## config.mk

```make
export PLATFORM = sky130hd
export DESIGN_NAME = fp8_format_converter_core
export DESIGN_NICKNAME = d
export VERILOG_FILES = /design/src/rtl/fp8_conv_pkg.sv /design/src/rtl/fp8_conv_encode.sv /design/src/rtl/fp8_conv_decode.sv /design/src/rtl/fp8_format_converter_core.sv
export SDC_FILE = /design/constraint.sdc
export NUM_CORES = 1
export LEC_CHECK = 0
export BUFFER_PORTS_ARGS = -buffer_cell sky130_fd_sc_hd__buf_2
export CAP_MARGIN = 20
export CORE_MARGIN = 2
export CORE_UTILIZATION = 45
export CTS_CLUSTER_DIAMETER = 30
export CTS_CLUSTER_SIZE = 20
export DETAILED_ROUTE_END_ITERATION = 7
export HOLD_SLACK_MARGIN = 0.08
export SETUP_SLACK_MARGIN = 0.1
export SYNTH_ARGS = -nofsm -noshare
export SYNTH_HDL_FRONTEND = slang
export SYNTH_HIERARCHICAL = 1
export SYNTH_SLANG_ARGS = --single-unit
```

## constraint.sdc

```tcl
create_clock -name clock -period 11.4 [get_ports clock]
set_input_delay 0.57 -clock clock [delete_from_list [all_inputs] [get_ports clock]]
set_output_delay 0.57 -clock clock [all_outputs]
set_load 0.02 [all_outputs]
```

## src/rtl/fp8_conv_pkg.sv

```systemverilog
// Shared types and constants for the FP8 format converter.
// No dependencies.
package fp8_conv_pkg;

   localparam logic [30:0] E4M3_MAX_MAG = 31'h43E00000;
   localparam logic [30:0] E5M2_MAX_MAG = 31'h47600000;
   localparam logic [6:0]  E4M3_MAX_CODE = 7'h7E;
   localparam logic [6:0]  E5M2_MAX_CODE = 7'h7B;
   localparam logic [7:0]  E4M3_NAN_CODE = 8'h00;
   localparam logic [7:0]  E5M2_NAN_CODE = 8'h7F;
   localparam logic        KIND_ENCODE = 1'b0;
   localparam logic        KIND_DECODE = 1'b1;

   typedef struct packed {
      logic [31:0] result_bits;
      logic        saturated;
      logic        invalid_input;
   } result_type;

endpackage

```

## src/rtl/fp8_conv_encode.sv

```systemverilog
// Single to FP8 encoder, combinational.
// Depends on fp8_conv_pkg.
module fp8_conv_encode (
   input  logic                      e5m2,
   input  logic [31:0]               x,
   output fp8_conv_pkg::result_type  res
);

   logic        sign;
   logic [30:0] mag;
   logic [7:0]  bexp;
   logic [23:0] sig;
   logic [8:0]  e;
   logic [8:0]  emin;
   logic [4:0]  mbits;
   logic [8:0]  shift;
   logic        normal;
   logic [24:0] rnd;
   logic [24:0] n;
   logic [7:0]  code;

   always_comb begin
      sign   = x[31];
      mag    = x[30:0];
      bexp   = mag[30:23];
      sig    = {1'b1, mag[22:0]};
      // signed exponent arithmetic in 9 bits
      e      = {1'b0, bexp} - 9'd127;
      emin   = e5m2 ? -9'sd14 : -9'sd6;
      mbits  = e5m2 ? 5'd2 : 5'd3;
      normal = ($signed(e) >= $signed(emin));
      shift  = normal ? (9'd23 - {4'd0, mbits})
                      : (emin - {4'd0, mbits} - e + 9'd23);
      rnd    = '0;
      n      = '0;
      if ($signed(shift) <= 9'sd25 && $signed(shift) >= 9'sd1) begin
         rnd = 25'd1 << (shift[4:0] - 5'd1);
         n   = ({1'b0, sig} + rnd) >> shift[4:0];
      end
      if (normal)
         code = 8'((e - emin) << mbits) + n[7:0];
      else
         code = n[7:0];

      res = '0;
      if (bexp == 8'hFF && mag[22:0] != 23'd0) begin
         res.invalid_input = 1'b1;
         res.result_bits   = {24'd0, e5m2 ? fp8_conv_pkg::E5M2_NAN_CODE
                                          : fp8_conv_pkg::E4M3_NAN_CODE};
      end else if (mag > (e5m2 ? fp8_conv_pkg::E5M2_MAX_MAG
                               : fp8_conv_pkg::E4M3_MAX_MAG)) begin
         res.saturated   = 1'b1;
         res.result_bits = {24'd0, sign, e5m2 ? fp8_conv_pkg::E5M2_MAX_CODE
                                             : fp8_conv_pkg::E4M3_MAX_CODE};
      end else if (bexp != 8'd0 && $signed(shift) <= 9'sd25 && n != 25'd0) begin
         res.result_bits = {24'd0, sign, code[6:0]};
      end
   end

endmodule

```

## src/rtl/fp8_conv_decode.sv

```systemverilog
// FP8 to single decoder, combinational.
// Depends on fp8_conv_pkg.
module fp8_conv_decode (
   input  logic                      e5m2,
   input  logic [7:0]                c,
   output fp8_conv_pkg::result_type  res
);

   logic       s;
   logic [4:0] ex;
   logic [2:0] m;
   logic [1:0] p;
   logic [2:0] frac;
   logic [7:0] sexp;

   always_comb begin
      s  = c[7];
      ex = e5m2 ? c[6:2] : {1'b0, c[6:3]};
      m  = e5m2 ? {1'b0, c[1:0]} : c[2:0];
      // subnormal: leading one position
      p    = m[2] ? 2'd2 : (m[1] ? 2'd1 : 2'd0);
      frac = m - (3'd1 << p);
      sexp = {6'd0, p} + (e5m2 ? 8'd111 : 8'd118);
      res  = '0;
      res.result_bits[31] = s;
      if (ex == 5'd0) begin
         if (m != 3'd0)
            res.result_bits[30:0] = {sexp, frac << (3'd3 - {1'b0, p}), 20'd0};
      end else if (!e5m2) begin
         if (!(ex == 5'hF && m == 3'h7))
            res.result_bits[30:0] = {8'({3'd0, ex} + 8'd120), m, 20'd0};
      end else if (ex == 5'h1F) begin
         res.result_bits[30:0] = (m == 3'd0) ? 31'h7F800000 : 31'h7FC00000;
      end else begin
         res.result_bits[30:0] = {8'({3'd0, ex} + 8'd112), m[1:0], 21'd0};
      end
   end

endmodule

```

## src/rtl/fp8_format_converter_core.sv

```systemverilog
// FP8 format converter top level: input register, convert logic, result register.
// Depends on fp8_conv_pkg, fp8_conv_encode, fp8_conv_decode.
// rsp_valid is driven by the result register, loaded from the convert logic.
// Throughput: one transfer per cycle while rsp_ready stays high; req_ready drops
// only when both registers hold items and rsp_ready is low.
// Reset: synchronous active high; clears valids and the format register fmt_ff to E4M3.
module fp8_format_converter_core (
   input  logic        clock,
   input  logic        reset,
   input  logic        req_valid,
   output logic        req_ready,
   input  logic        req_kind,
   input  logic [31:0] req_value_bits,
   output logic        rsp_valid,
   input  logic        rsp_ready,
   output logic [31:0] rsp_result_bits,
   output logic        rsp_saturated,
   output logic        rsp_invalid_input,
   input  logic        csr_write_enable,
   input  logic        csr_write_data
);

   logic        fmt_ff, fmt_in;
   logic        s1_valid_ff, s1_valid_in;
   logic        s1_kind_ff;
   logic [31:0] s1_bits_ff;
   logic        s2_valid_ff, s2_valid_in;
   fp8_conv_pkg::result_type s2_res_ff, s2_res_in, enc_res, dec_res;
   logic        s1_adv, s2_free;

   fp8_conv_encode u_enc (.e5m2(fmt_ff), .x(s1_bits_ff), .res(enc_res));
   fp8_conv_decode u_dec (.e5m2(fmt_ff), .c(s1_bits_ff[7:0]), .res(dec_res));

   // pipeline flow control
   always_comb begin
      s2_free     = !s2_valid_ff || rsp_ready;
      s1_adv      = s1_valid_ff && s2_free;
      req_ready   = !s1_valid_ff || s2_free;
      s1_valid_in = req_ready ? req_valid : s1_valid_ff;
      s2_valid_in = s2_free ? s1_valid_ff : s2_valid_ff;
      s2_res_in   = (s1_kind_ff == fp8_conv_pkg::KIND_DECODE) ? dec_res : enc_res;
      fmt_in      = csr_write_enable ? csr_write_data : fmt_ff;
   end

   // control registers
   always_ff @(posedge clock) begin
      if (reset) begin
         fmt_ff      <= 1'b0;
         s1_valid_ff <= 1'b0;
         s2_valid_ff <= 1'b0;
      end else begin
         fmt_ff      <= fmt_in;
         s1_valid_ff <= s1_valid_in;
         s2_valid_ff <= s2_valid_in;
      end
   end

   // payload registers
   always_ff @(posedge clock) begin
      if (req_valid && req_ready) begin
         s1_kind_ff <= req_kind;
         s1_bits_ff <= req_value_bits;
      end
      if (s1_adv)
         s2_res_ff <= s2_res_in;
   end

   assign rsp_valid         = s2_valid_ff;
   assign rsp_result_bits   = s2_res_ff.result_bits;
   assign rsp_saturated     = s2_res_ff.saturated;
   assign rsp_invalid_input = s2_res_ff.invalid_input;

endmodule

```

Word-level counts from Yosys, hierarchy flattened
Cells that the tools add are included.

storage, ports and cells
  flip-flop bits (word level) = 70
  bits of input ports = 39

operators by class
  add/sub/neg operators = 14
  order comparisons = 4
  equal/unequal tests = 4
  shift operators = 5
  mux-type cells = 26
  reductions and logical operators = 18

operators with widths
  kind                                                                                 count
  31-bit two-way mux                                                                   5
  34-bit two-way mux                                                                   1
  31-bit > comparator                                                                  1
  27-bit two-way mux                                                                   1
  24-bit by 25-bit adder with 25-bit output                                            1
  25-bit two-way mux                                                                   1
  25-bit nonzero test                                                                  1
  1-bit by 5-bit left shift with 25-bit output, first input constant                   1
  25-bit by 5-bit right shift with 25-bit output                                       1
  8-bit two-way mux                                                                    3
  23-bit two-way mux                                                                   1
  23-bit nonzero test                                                                  1
  9-bit subtractor                                                                     2
  5-bit by 7-bit adder with 8-bit output, second input constant                        2
  7-bit two-way mux                                                                    2
  5-bit two-way mux                                                                    2
  9-bit by 5-bit adder with 9-bit output, second input constant                        1
  9-bit by 2-bit greater-or-equal comparator with 1-bit output, second input constant  1
  9-bit greater-or-equal comparator                                                    1
  9-bit by 6-bit <= comparator with 1-bit output, second input constant                1
  9-bit two-way mux                                                                    1
  9-bit by 5-bit left shift with 7-bit output                                          1
  8-bit by 7-bit subtractor with 9-bit output, second input constant                   1
  9-bit by 5-bit subtractor with 9-bit output                                          1
  other kinds (24)                                                                     37

Logic depth before layout (Yosys ltp)
  word-level depth = 16
  mapped depth = 35
  depth with buffers taken out = 32

Cells and area by module
Netlist, hierarchy kept.

by module, submodules not included
  module                     times used  cells an instance  area each (um2)  seq. area each (um2)
  fp8_conv_encode            1           691                4728.3           0.0
  fp8_format_converter_core  1           118                2696.3           2072.0
  fp8_conv_decode            1           91                 630.6            0.0

Least setup slack after synthesis
OpenSTA, ideal clock, no wires.

  path type = reg2reg
  start point = reg fmt_ff
  end point = reg s2_res_ff (netlist bit rsp_result_bits[5]), data pin
  data arrival time = 7.127 ns
  data required time = 11.140 ns
  slack = 4.012 ns
  stages on the path, launching flop included = 31
  path buffers = 5
  path through = dfxtp_1 > clkbuf_1 > clkinv_1 > ha_1 > ha_1 > fa_1 > buf_2 > nand2b_1 > clkbuf_1 > clkbuf_1 > clkbuf_1 > nor3_1 > ha_1 > a21o_1 > a221o_1 > a31oi_4 > nor4_1 > nor4_1 > mux2i_1 > mux2i_1 > a211oi_1 > o32ai_1 > and2_1 > ha_1 > a21o_1 > a21oi_1 > xnor2_1 > a21o_1 > nand3_1 > o211ai_1 > mux2_4

RTL lines
  what                    RTL line                         source
  from (decl)             fp8_format_converter_core.sv:23  logic fmt_ff, fmt_in;
  from (signal assigned)  fp8_format_converter_core.sv:52  fmt_ff <= fmt_in;
  to (signal assigned)    fp8_format_converter_core.sv:65  s2_res_ff <= s2_res_in;
  to (decl)               fp8_format_converter_core.sv:28  fp8_conv_pkg::result_type s2_res_ff, s2_res_in, enc_res, dec_res;

==> impl_metrics.ini <==
[drt]
wirelength_um = 22500
antenna_left = 0
drt_pass1_iterations = 5
drc = 0
wl_per_cell_um = 19.2
vias = 7078
via_per_inst = 6.03
drtIter0Drc = 458

[layout]
fillers = 1728
antennaDiodeCount = 0
area_growth_pct = 6.77
drive_above_1_share = 0.185
final_nets = 1036

[yosys]
ys_top_cells_by_area = edfxtp_1 (25%), ha_1 (7.9%), mux2_4 (5.8%)
synth_top_area_cell = edfxtp_1
ys_async_sr_fraction = 0
synthCells = 900
synth-seq-cells = 70
synth_cell_types = 100
syn_avg_cell_area_um2 = 8.95
synth_top_area_frac = 0.250
synth_edf_count = 67
mappedNetlistArea_um2 = 8060
ys_dominant_reg_cell = edfxtp_1
yosys_warnings = 6
yosysSeqAreaShare = 0.257

[cts]
cts_root_buffer = clkbuf_16
clockBufferDepth = 2
clk_pin_slew_ps = 60
cts_sinks = 70
clkLatencyLatePin_ps = 330
hold_buffers = 0
cts-resized-gates = 0
cts_tree = done
post-cts-setup-buffer-count = 0
cts_buffers = 9
htreeDepth = 3

[critical_path]
worstPathArrival_ps = 8710
r2r_cells = 29
start_kind = flip-flop
path_class = reg2reg
slowest_stage = nor2_1
crit_top_cell = ha_1
critical_path.max_stage_delay_ps = 690
crit_path_end_kind = flip-flop
crit_required_ps = 11490
worstPathMaxFanout = 13

[sta]
min_period_ps = 8620
rsz0062_at_grt = no
drv_slew = 0
finalCritPeriodShare = 0.756
fmax_ghz = 0.116
hold_viol = 0
max_slew_margin = 0.342
setup_tns_ps = 0
setup_viol = 0
fin_skew_ps = 7.49
tightestPinTransition_ps = 977

[floorplanning]
io_pins = 75
start_util = 0.463
dieArea_um2 = 19000
die_x_um = 138
core-area_um2 = 17400
num_rows = 48
die_h_um = 138

[power_and_ir_drop]
peakVddDrop_mv = 0.0916
powerDensity_nw_per_um2 = 142
p_leak_nw = 3.48
p_total_w = 0.00122

[grt]
use_met1 = 0.312
first_global_vias = 6588
met2_usage = 0.396
antenna_found_initial = 0
grt_busiest_layer = met2
track_usage = 0.238
grt-ovfl-total = 0
met3_usage = 0.0350
grt_start_max_net_pins = 34
grt_pass1_wl_um = 34700

[run]
drv_cap = 0

[hold_path]
hold-path-cell-count = 1
worstHoldPathType = in2reg

[status]
status = complete, no violations

[place]
place_congestion = 1.03
hpwl_um = 17400
portBuffers = 74
[through the flow]
step                hold WS (ps)  cell area [um2]  setup WS, ps   util  instances
finish                       408             8600          2780  0.494       1173
floorplan                    428             8220          4010      -        944
detailed placement           453             8290          2920  0.476       1157
CTS                          390             8600          2890  0.494       1173
global route                 391             8600          2180  0.494       1173
global placement             440             8290          2950  0.476       1157
[placed cells by master, fill, tap and decap left out, types with 5 or more instances in the layout]
| cell | n |
|---|---|
| a211oi_1 | 13 |
| a21o_1 | 14 |
| a21oi_1 | 47 |
| a221o_1 | 5 |
| a22oi_1 | 8 |
| a31oi_1 | 7 |
| and2_1 | 11 |
| and3_1 | 7 |
| buf_2 | 74 |
| buf_4 | 11 |
| clkbuf_16 | 9 |
| conb_1 | 46 |
| edfxtp_1 | 67 |
| ha_1 | 51 |
| inv_1 | 24 |
| mux2_2 | 6 |
| mux2_4 | 31 |
| mux2i_1 | 29 |
| nand2_1 | 65 |
| nand2b_1 | 5 |
| nand3_1 | 26 |
| nand4_1 | 13 |
| nor2_1 | 84 |
| nor3_1 | 32 |
| nor4_1 | 15 |
| o2111ai_1 | 5 |
| o211ai_1 | 13 |
| o21a_1 | 10 |
| o21ai_0 | 45 |
| o21ai_1 | 5 |
| o221ai_1 | 5 |
| o22ai_1 | 6 |
| o31ai_1 | 6 |
| or3_1 | 11 |
| xnor2_1 | 22 |
| xor2_1 | 14 |
[synthesized netlist by cell type (all sizes together) (11+ instances only)]
cell and count:
nand2 67, edfxtp 67, mux2 39, or3 11, clkbuf 24, a21o 14
nor4 17, nand4 13, o21a 13, inv 24, nor2 85, a211oi 15
buf 73, nand3 27, a21oi 49, xnor2 23, nor3 34, mux2i 29
o21ai 52, and2 11, xor2 14, o211ai 14, ha 51
[sequential cells by signal, indices dropped and copies added (netlist names)]
register / count
s1_bits_ff: 32
s1_valid_ff: 1
rsp_valid: 1
s1_kind_ff: 1
fmt_ff: 1
rsp_invalid_input: 1
rsp_saturated: 1
rsp_result_bits: 32
[final cells by class]
class	count	area, um2	share of cell area
inverters	25	93.8	0.0109
multi-input cells	752	5390	0.626
well taps	225	282	0.0327
repair buffers	85	453	0.0527
clock buffers	10	229	0.0266
clock inverters	6	86.3	0.0100
flip-flops and latches	70	2070	0.241
[metal layers]
metal | part of all wire | wire (um)
met5 | 0 | 0
met4 | 0.034 | 769
met3 | 0.056 | 1260
met2 | 0.47 | 10600
met1 | 0.44 | 9810
[power by group]
part,switching [W],internal [W]
Combinational,0.000389,0.000222
Clock,0.000102,0.000191
Sequential,0.0000147,0.000302
Total,0.000506,0.000714
[kinds of logic (layout without fill, tap and decap cells)]
logic type               Yosys count  in the layout  synth area share
buffers and inverters            122            126            0.0947
other                              2             46          0.000932
adder cells (fa/ha/maj)           54             54            0.0867
AO/OA/AOI/OAI                    247            247             0.225
AND/OR/NAND/NOR                  299            299             0.186
multiplexers                      69             69             0.108
XOR/XNOR                          37             37            0.0412
flip-flops                        70             70             0.257
[final timing paths]
kind | end | slack (ps) | from
setup / recovery | rsp_result_bits[5]$_DFFE_PP_ | 2780 | s1_bits_ff[23]$_DFFE_PP_
hold / removal | s1_bits_ff[2]$_DFFE_PP_ | 410 | req_value_bits[2]
setup reg to reg | rsp_result_bits[5]$_DFFE_PP_ | 2780 | s1_bits_ff[23]$_DFFE_PP_
hold reg to reg | rsp_valid$_SDFFE_PP0P_ | 460 | s1_valid_ff$_SDFFE_PP0P_
[critical path: cells and delay by family (launching register included)]
| family | cells | cell delay [ps] |
|---|---|---|
| compound gates | 11 | 2470 |
| fa+ha+maj | 5 | 1550 |
| xor+xnor | 3 | 580 |
| simple gates | 7 | 2280 |
| flops | 1 | 530 |
| mux | 3 | 940 |
Power figures use the tool's default switching activity.
